`config.mk`:
```
export PLATFORM = sky130hd
export DESIGN_NAME = sfe_ctrl
export DESIGN_NICKNAME = d
export VERILOG_FILES = /design/src/hdl/sfe_pkg.sv /design/src/hdl/sfe_ctrl.sv
export SDC_FILE = /design/constraint.sdc
export NUM_CORES = 1
export LEC_CHECK = 0
export ABC_AREA = 0
export BUFFER_PORTS_ARGS = -buffer_cell sky130_fd_sc_hd__buf_2
export CAP_MARGIN = 30
export CORE_ASPECT_RATIO = 1.1
export CORE_UTILIZATION = 47
export DETAILED_ROUTE_END_ITERATION = 7
export PLACE_DENSITY = 0.7
export SETUP_SLACK_MARGIN = 0.2
export SYNTH_ARGS = -nofsm -noshare
export SYNTH_HDL_FRONTEND = slang
export SYNTH_SLANG_ARGS = --single-unit
```
`constraint.sdc`:
```
create_clock -name clk_i -period 1.6 [get_ports clk_i]
set_input_delay 0.08 -clock clk_i [delete_from_list [all_inputs] [get_ports clk_i]]
set_output_delay 0.08 -clock clk_i [all_outputs]
set_load 0.02 [all_outputs]
```
`src/hdl/sfe_pkg.sv`:
```
// shared types and constants of the shannon-fano block encoder
// no dependencies

package sfe_pkg;

  localparam int COUNT_BITS    = 16;
  localparam int MAX_CODE_BITS = 32;
  localparam int ALPHABET_SIZE = 256;

  localparam int SYM_W   = 8;
  localparam int DEPTH   = 256;
  localparam int IDX_W   = 9;
  localparam int CODE_W  = 32;
  localparam int LEN_W   = 6;
  localparam int PLEN_W  = 8;
  localparam int KEY_W   = COUNT_BITS + SYM_W;
  localparam int SUM_W   = COUNT_BITS + SYM_W + 1;
  localparam int STK_W   = 2 * SYM_W;

  localparam logic [COUNT_BITS-1:0] CNT_MAX = {COUNT_BITS{1'b1}};

  typedef enum logic [1:0] {
    ST_OK       = 2'd0,
    ST_ABSENT   = 2'd1,
    ST_TOO_LONG = 2'd2,
    ST_OVERFLOW = 2'd3
  } status_e;

  typedef enum logic [4:0] {
    OP_NONE, OP_ACCEPT, OP_CNT_WR, OP_ENC, OP_INIT, OP_SORT_CHK, OP_SORT_END,
    OP_POS_INIT, OP_STK_INIT, OP_POP_LD, OP_TOT_ACC, OP_SPL_ACC, OP_APP_WR,
    OP_PUSH_L, OP_PUSH_R, OP_SCAT_WR, OP_FINISH
  } dp_op_e;

  typedef enum logic [4:0] {
    S_IDLE, S_CNT, S_ENC, S_INIT, S_SORT_RD, S_SORT_CHK, S_SORT_END, S_POS,
    S_STK_INIT, S_POP_RD, S_POP_LD, S_TOT_RD, S_TOT_ACC, S_SPL_RD, S_SPL_ACC,
    S_APP_RD, S_APP_WR, S_PUSH_L, S_PUSH_R, S_SCAT_RD, S_SCAT_WR, S_FINISH
  } state_e;

  typedef struct packed {
    dp_op_e op;
  } dp_cmd_t;

  typedef struct packed {
    logic out_free;
    logic last;
    logic scan_end;
    logic found;
    logic pos_end;
    logic n_zero;
    logic n_one;
    logic at_hi;
    logic stk_empty;
  } dp_stat_t;

endpackage

```
`src/hdl/sfe_ctrl.sv`:
```
// sequencer of the shannon-fano block encoder: handshake, counting, encoding, table build
// depends on sfe_pkg

module sfe_ctrl import sfe_pkg::*; (
  input  logic     clk_i,
  input  logic     rst_ni,
  input  logic     in_valid_i,
  input  logic     in_mode_i,
  output logic     in_ready_o,
  input  dp_stat_t stat_i,
  output dp_cmd_t  cmd_o
);

  state_e state_q, state_d;
  logic   accept;

  assign in_ready_o = (state_q == S_IDLE) && stat_i.out_free;
  assign accept     = in_ready_o && in_valid_i;

  always_ff @(posedge clk_i or negedge rst_ni) begin
    if (!rst_ni) begin
      state_q <= S_IDLE;
    end else begin
      state_q <= state_d;
    end
  end

  always_comb begin
    state_d = state_q;
    case (state_q)
      S_IDLE: begin
        if (accept) begin
          state_d = in_mode_i ? S_ENC : S_CNT;
        end
      end
      S_CNT:      state_d = stat_i.last ? S_INIT : S_IDLE;
      S_ENC:      state_d = S_IDLE;
      S_INIT:     state_d = S_SORT_RD;
      S_SORT_RD:  state_d = S_SORT_CHK;
      S_SORT_CHK: state_d = stat_i.scan_end ? S_SORT_END : S_SORT_RD;
      S_SORT_END: begin
        if (stat_i.found) begin
          state_d = S_SORT_RD;
        end else begin
          state_d = stat_i.n_zero ? S_FINISH : S_POS;
        end
      end
      S_POS: begin
        if (stat_i.pos_end) begin
          state_d = stat_i.n_one ? S_SCAT_RD : S_STK_INIT;
        end
      end
      S_STK_INIT: state_d = S_POP_RD;
      S_POP_RD:   state_d = S_POP_LD;
      S_POP_LD:   state_d = S_TOT_RD;
      S_TOT_RD:   state_d = S_TOT_ACC;
      S_TOT_ACC:  state_d = stat_i.at_hi ? S_SPL_RD : S_TOT_RD;
      S_SPL_RD:   state_d = S_SPL_ACC;
      S_SPL_ACC:  state_d = stat_i.at_hi ? S_APP_RD : S_SPL_RD;
      S_APP_RD:   state_d = S_APP_WR;
      S_APP_WR:   state_d = stat_i.at_hi ? S_PUSH_L : S_APP_RD;
      S_PUSH_L:   state_d = S_PUSH_R;
      S_PUSH_R:   state_d = stat_i.stk_empty ? S_SCAT_RD : S_POP_RD;
      S_SCAT_RD:  state_d = S_SCAT_WR;
      S_SCAT_WR:  state_d = stat_i.pos_end ? S_FINISH : S_SCAT_RD;
      S_FINISH:   state_d = S_IDLE;
      default:    state_d = S_IDLE;
    endcase
  end

  always_comb begin
    cmd_o.op = OP_NONE;
    case (state_q)
      S_IDLE:     cmd_o.op = accept ? OP_ACCEPT : OP_NONE;
      S_CNT:      cmd_o.op = OP_CNT_WR;
      S_ENC:      cmd_o.op = OP_ENC;
      S_INIT:     cmd_o.op = OP_INIT;
      S_SORT_CHK: cmd_o.op = OP_SORT_CHK;
      S_SORT_END: cmd_o.op = OP_SORT_END;
      S_POS:      cmd_o.op = OP_POS_INIT;
      S_STK_INIT: cmd_o.op = OP_STK_INIT;
      S_POP_LD:   cmd_o.op = OP_POP_LD;
      S_TOT_ACC:  cmd_o.op = OP_TOT_ACC;
      S_SPL_ACC:  cmd_o.op = OP_SPL_ACC;
      S_APP_WR:   cmd_o.op = OP_APP_WR;
      S_PUSH_L:   cmd_o.op = OP_PUSH_L;
      S_PUSH_R:   cmd_o.op = OP_PUSH_R;
      S_SCAT_WR:  cmd_o.op = OP_SCAT_WR;
      S_FINISH:   cmd_o.op = OP_FINISH;
      default:    cmd_o.op = OP_NONE;
    endcase
  end

endmodule

```
# Word-level counts from Yosys, hierarchy flattened
# Index checks and enable logic that the tools add are counted.
[classes]
reduce_logical = 4
mux = 16
n_eq_ne = 23
[op_table]
columns = ["operator", "n"]
rows = [
  ["$pmux W5 S20", 1],
  ["$pmux W5 S16", 1],
  ["$eq A5 B4 Y1 const B", 8],
  ["$mux W5", 7],
  ["$eq A5 B5 Y1 const B", 6],
  ["$eq A5 B3 Y1 const B", 4],
  ["$eq A5 B2 Y1 const B", 2],
  ["$mux W2", 4],
  ["$mux W3", 2],
  ["$eq A5 B1 Y1 const B", 1],
  ["$logic_not A5 Y1", 1],
  ["$ne A2 B2 Y1 const B", 2],
  ["$logic_and A1 B1 Y1", 2],
  ["$reduce_and A2 Y1", 1],
  ["$mux W1", 1],
]
[totals]
wordCells = 44
out_inout_bits = 6
register_bits = 5
in_bits = 13

# Depth between registers and ports, before layout
[logic_depth]
depth_word = 5
mapped_depth = 7
mapped_depth_nobuf = 4

# Least setup slack after synthesis
# Ideal clock, no wire load.
[synth_path]
kind = "flip-flop to output port"
from = "register state_q[0]"
to = "output port cmd_o[0] in the netlist's numbering"
t_required_ns = 1.520
n_path_buf = 3
arrival_time_ns = 1.464
path_stages_with_launch = 8
slack_ns = 0.056
cell_sequence = "dfrtp_1 > buf_4 > buf_4 > buf_4 > xnor2_1 > o21ai_0 > nand2_1 > o22ai_1"
[synth_lines]
columns = ["item", "line_no", "text"]
rows = [
  ["start: declaration", "sfe_ctrl.sv:14", "state_e state_q, state_d;"],
  ["start signal: assignment", "sfe_ctrl.sv:24", "state_q <= state_d;"],
  ["end: declaration", "sfe_ctrl.sv:11", "output dp_cmd_t cmd_o"],
]

==> results.toml <==
[worst_setup_path]
end_kind = "output pin"
cp_slowest_cell = "dfrtp_2"
rr_worst_depth = 5
r2r_end = "state_q[2]"
critPathMaxStageDelay_ns = 0.49
crit_path_start = "state_q[1]"
cp-start-kind = "flip-flop"
worstPathRequired_ns = 1.52
path_cells = "and2b_1 > mux2i_1 > o22a_1 > o22ai_4 > buf_6"
crit_type = "reg -> out"
regToRegStartpoint = "state_q[0]"
critPathArrivalTime_ns = 1.68
cp_max_fo = 7
rrSetupSlack_ns = -0.11

[placed_design]
dp_hpwl_mm = 1.87
placed_area_mm2 = 0.00105
gp_congestion = 0.959
port_buffers = 18
dpl_worst_slack_ns = -0.0456

[synth]
synth_edf_count = 0
syn_nets = 124
netlist_instances = 111
synth_flop_cell = "dfrtp_1"
netlist_area_um2 = 813
ys_seq_area_frac = 0.154
avgSynthCellArea_um2 = 7.33
synth_warnings = 0
yosysUniqueCellTypes = 50
synth_async_sr_flop_share = 1.00
yosys_register_bits = 5

[clock_tree]
clock-root-buffer = "clkbuf_4"
clock_path_buffers = 2
cts_buffers = 3
clk_pin_slew_worst_paths_ns = 0.05
cts_tree = "built"
insertion_delay_ns = 0.25
htreeDepth = 1
cts_sinks = 5

[finish]
design_area_mm2 = 0.00145
top_register = "state_q"
n_antenna_cell = 0
fin_util = 0.907
syn2layout_area_growth_pct = 78.0
top_regs = "state_q x5"
drive_gt1_frac = 0.588
largest_register_ffs = 5
fin_nets = 174

[routing]
ant_nets = 0
drt-total-wl_mm = 4.23
vias = 1234
drt_drc_violations_left = 0
drt_iter0_drc = 89
viasPerCell = 6.97
first_pass_iters = 5
wire_per_inst_um = 23.9

[timing]
worst_hold_slack_ns = 0.168
period_minus_slack_ns = 1.76
rsz0062_at_grt = "true"
fin_crit_sh = 1.10
fin_ws_ns = -0.161
maxSlewViolCount = 0
finalSetupViolCount = 10
hold_viol_final = 0
slew_headroom = 0.651
skew_ns = 0.00373
fmax_mhz = 568
fin_setup_tns_ns = -0.834
worst_slew_pin_slew_ns = 0.520

[floorplanning]
die_w_um = 41.7
core-area_mm2 = 0.00160
ios = 19
dieArea_mm2 = 0.00190
die_y_um = 45.6
fp-row-count = 15
initial_core_util = 0.510

[global_routing]
grt_start_max_net_pins = 16
grt_use_total = 0.350
grt-ovfl-total = 0
grt_pass1_vias = 1084
grt_pass1_wl_mm = 4.91
antenna_found_initial = 0

[worst_hold_path]
hold_class = "in -> async"

[run_status]
status = "finished with violations"
violations = "setup timing"

[run]
maxCapViolCount = 0

[pwr]
p_int_w = 0.00178
power.density_mw_per_mm2 = 2380
ir_worst_vdd_uv = 1700
p_comb_frac = 0.866
swShare = 0.484
p_leak_nw = 0.620
pwr-share-clk = 0.044
p_seq_frac = 0.090
netSwitchingPower_w = 0.00167
==> placed cells by master, fill, tap and decap left out, types with 3 or more instances in the layout <==
cell / synthesis / layout
nand2_1: 8 / 7
buf_4: 6 / 33
dfrtp_2: 0 / 4
clkbuf_4: 0 / 3
nand2b_1: 4 / 3
inv_1: 3 / 3
a21oi_1: 5 / 3
nor2_1: 12 / 10
buf_2: 3 / 12
buf_6: 2 / 9
==> metal layers <==
| metal | vias to the layer above | wire length (um) | track usage |
|---|---|---|---|
| met5 | - | 0 | 0 |
| met4 | 0 | 235 | 0.219 |
| met3 | 36 | 506 | 0.0675 |
| met2 | 117 | 2060 | 0.634 |
| met1 | 568 | 1420 | 0.381 |
| li1 | 513 | - | - |
==> per-stage QoR <==
step / power (W) / instances
after floorplan: 0.00163 / 111
after CTS: 0.00287 / 171
after global routing: 0.00357 / 177
after detailed placement: 0.00218 / 155
final: 0.00344 / 177
after global placement: 0.00214 / 155
==> cells in the mapped netlist, drive strengths merged (2+ instances only) <==
master | instances | area (um2)
a21oi | 5 | 25.0
xnor2 | 2 | 17.5
dfrtp | 5 | 125
o2bb2ai | 2 | 17.5
o31ai | 2 | 15.0
nand3b | 2 | 15.0
nor2b | 2 | 12.5
nand2b | 4 | 25.0
a21o | 2 | 15.0
a31oi | 3 | 18.8
o21bai | 2 | 15.0
clkbuf | 2 | 7.51
o22ai | 3 | 18.8
o21ai | 3 | 15.0
inv | 3 | 11.3
nor3 | 4 | 25.0
a311o | 2 | 20.0
nor2 | 12 | 45.0
buf | 11 | 82.6
nand3 | 4 | 20.0
nand2 | 8 | 30.0
a22oi | 2 | 15.0
nor4 | 2 | 12.5
==> worst max-delay path by stage <==
stage                     cells after the start  slack, ns          to
after floorplan                               5       0.16  state_q[1]
after global placement                        5      -0.04  state_q[2]
after detailed placement                      5      -0.05  state_q[2]
after CTS                                     6      -0.07    cmd_o[1]
after global routing                          6      -0.22    cmd_o[0]
final                                         5      -0.16    cmd_o[1]
==> critical path, delay by kind of cell (launching register included) <==
| family | cells | cell delay (ns) |
|---|---|---|
| mux | 1 | 0.10 |
| compound gates | 2 | 0.42 |
| flops | 1 | 0.49 |
| buf+inv | 1 | 0.14 |
| simple gates | 1 | 0.28 |
==> cell families after synthesis <==
kind of cell | share of synthesized area
AOI/OAI and AO/OA | 0.342
xor gates and xnor gates | 0.0323
buffers and inverters | 0.125
DFF | 0.154
muxes | 0.0262
and+or+nand+nor | 0.322
==> final cells by class <==
cell class | count | area [um2]
multi-input combinational | 90 | 766
timing repair buffer | 58 | 492
tap | 17 | 21.3
clock inverter | 1 | 5.00
clock buffer | 3 | 22.5
inverter | 3 | 11.3
sequential | 5 | 130
fill | 67 | 148
==> what timing repair did <==
action | 4_1_cts | 5_1_grt
setup buffers | 10 | 6
gates resized for setup | 31 | 21
hold buffers | 1 | 0
endpoints found under the hold margin | 5 | 0
pin swaps | 6 | 8
gates cloned | 1 | 0
setup endpoints to repair | 11 | 11
==> power groups by stage <==
| stage | clock network, W | logic [W] | registers, W |
|---|---|---|---|
| after floorplan | 0 | 0.00143 | 0.000198 |
| after global placement | 0 | 0.00184 | 0.000298 |
| after detailed placement | 0 | 0.00188 | 0.000300 |
| after CTS | 0.000150 | 0.00243 | 0.000290 |
| after global routing | 0.000163 | 0.00309 | 0.000318 |
| final | 0.000151 | 0.00298 | 0.000309 |
Power figures use the tool's default switching activity.
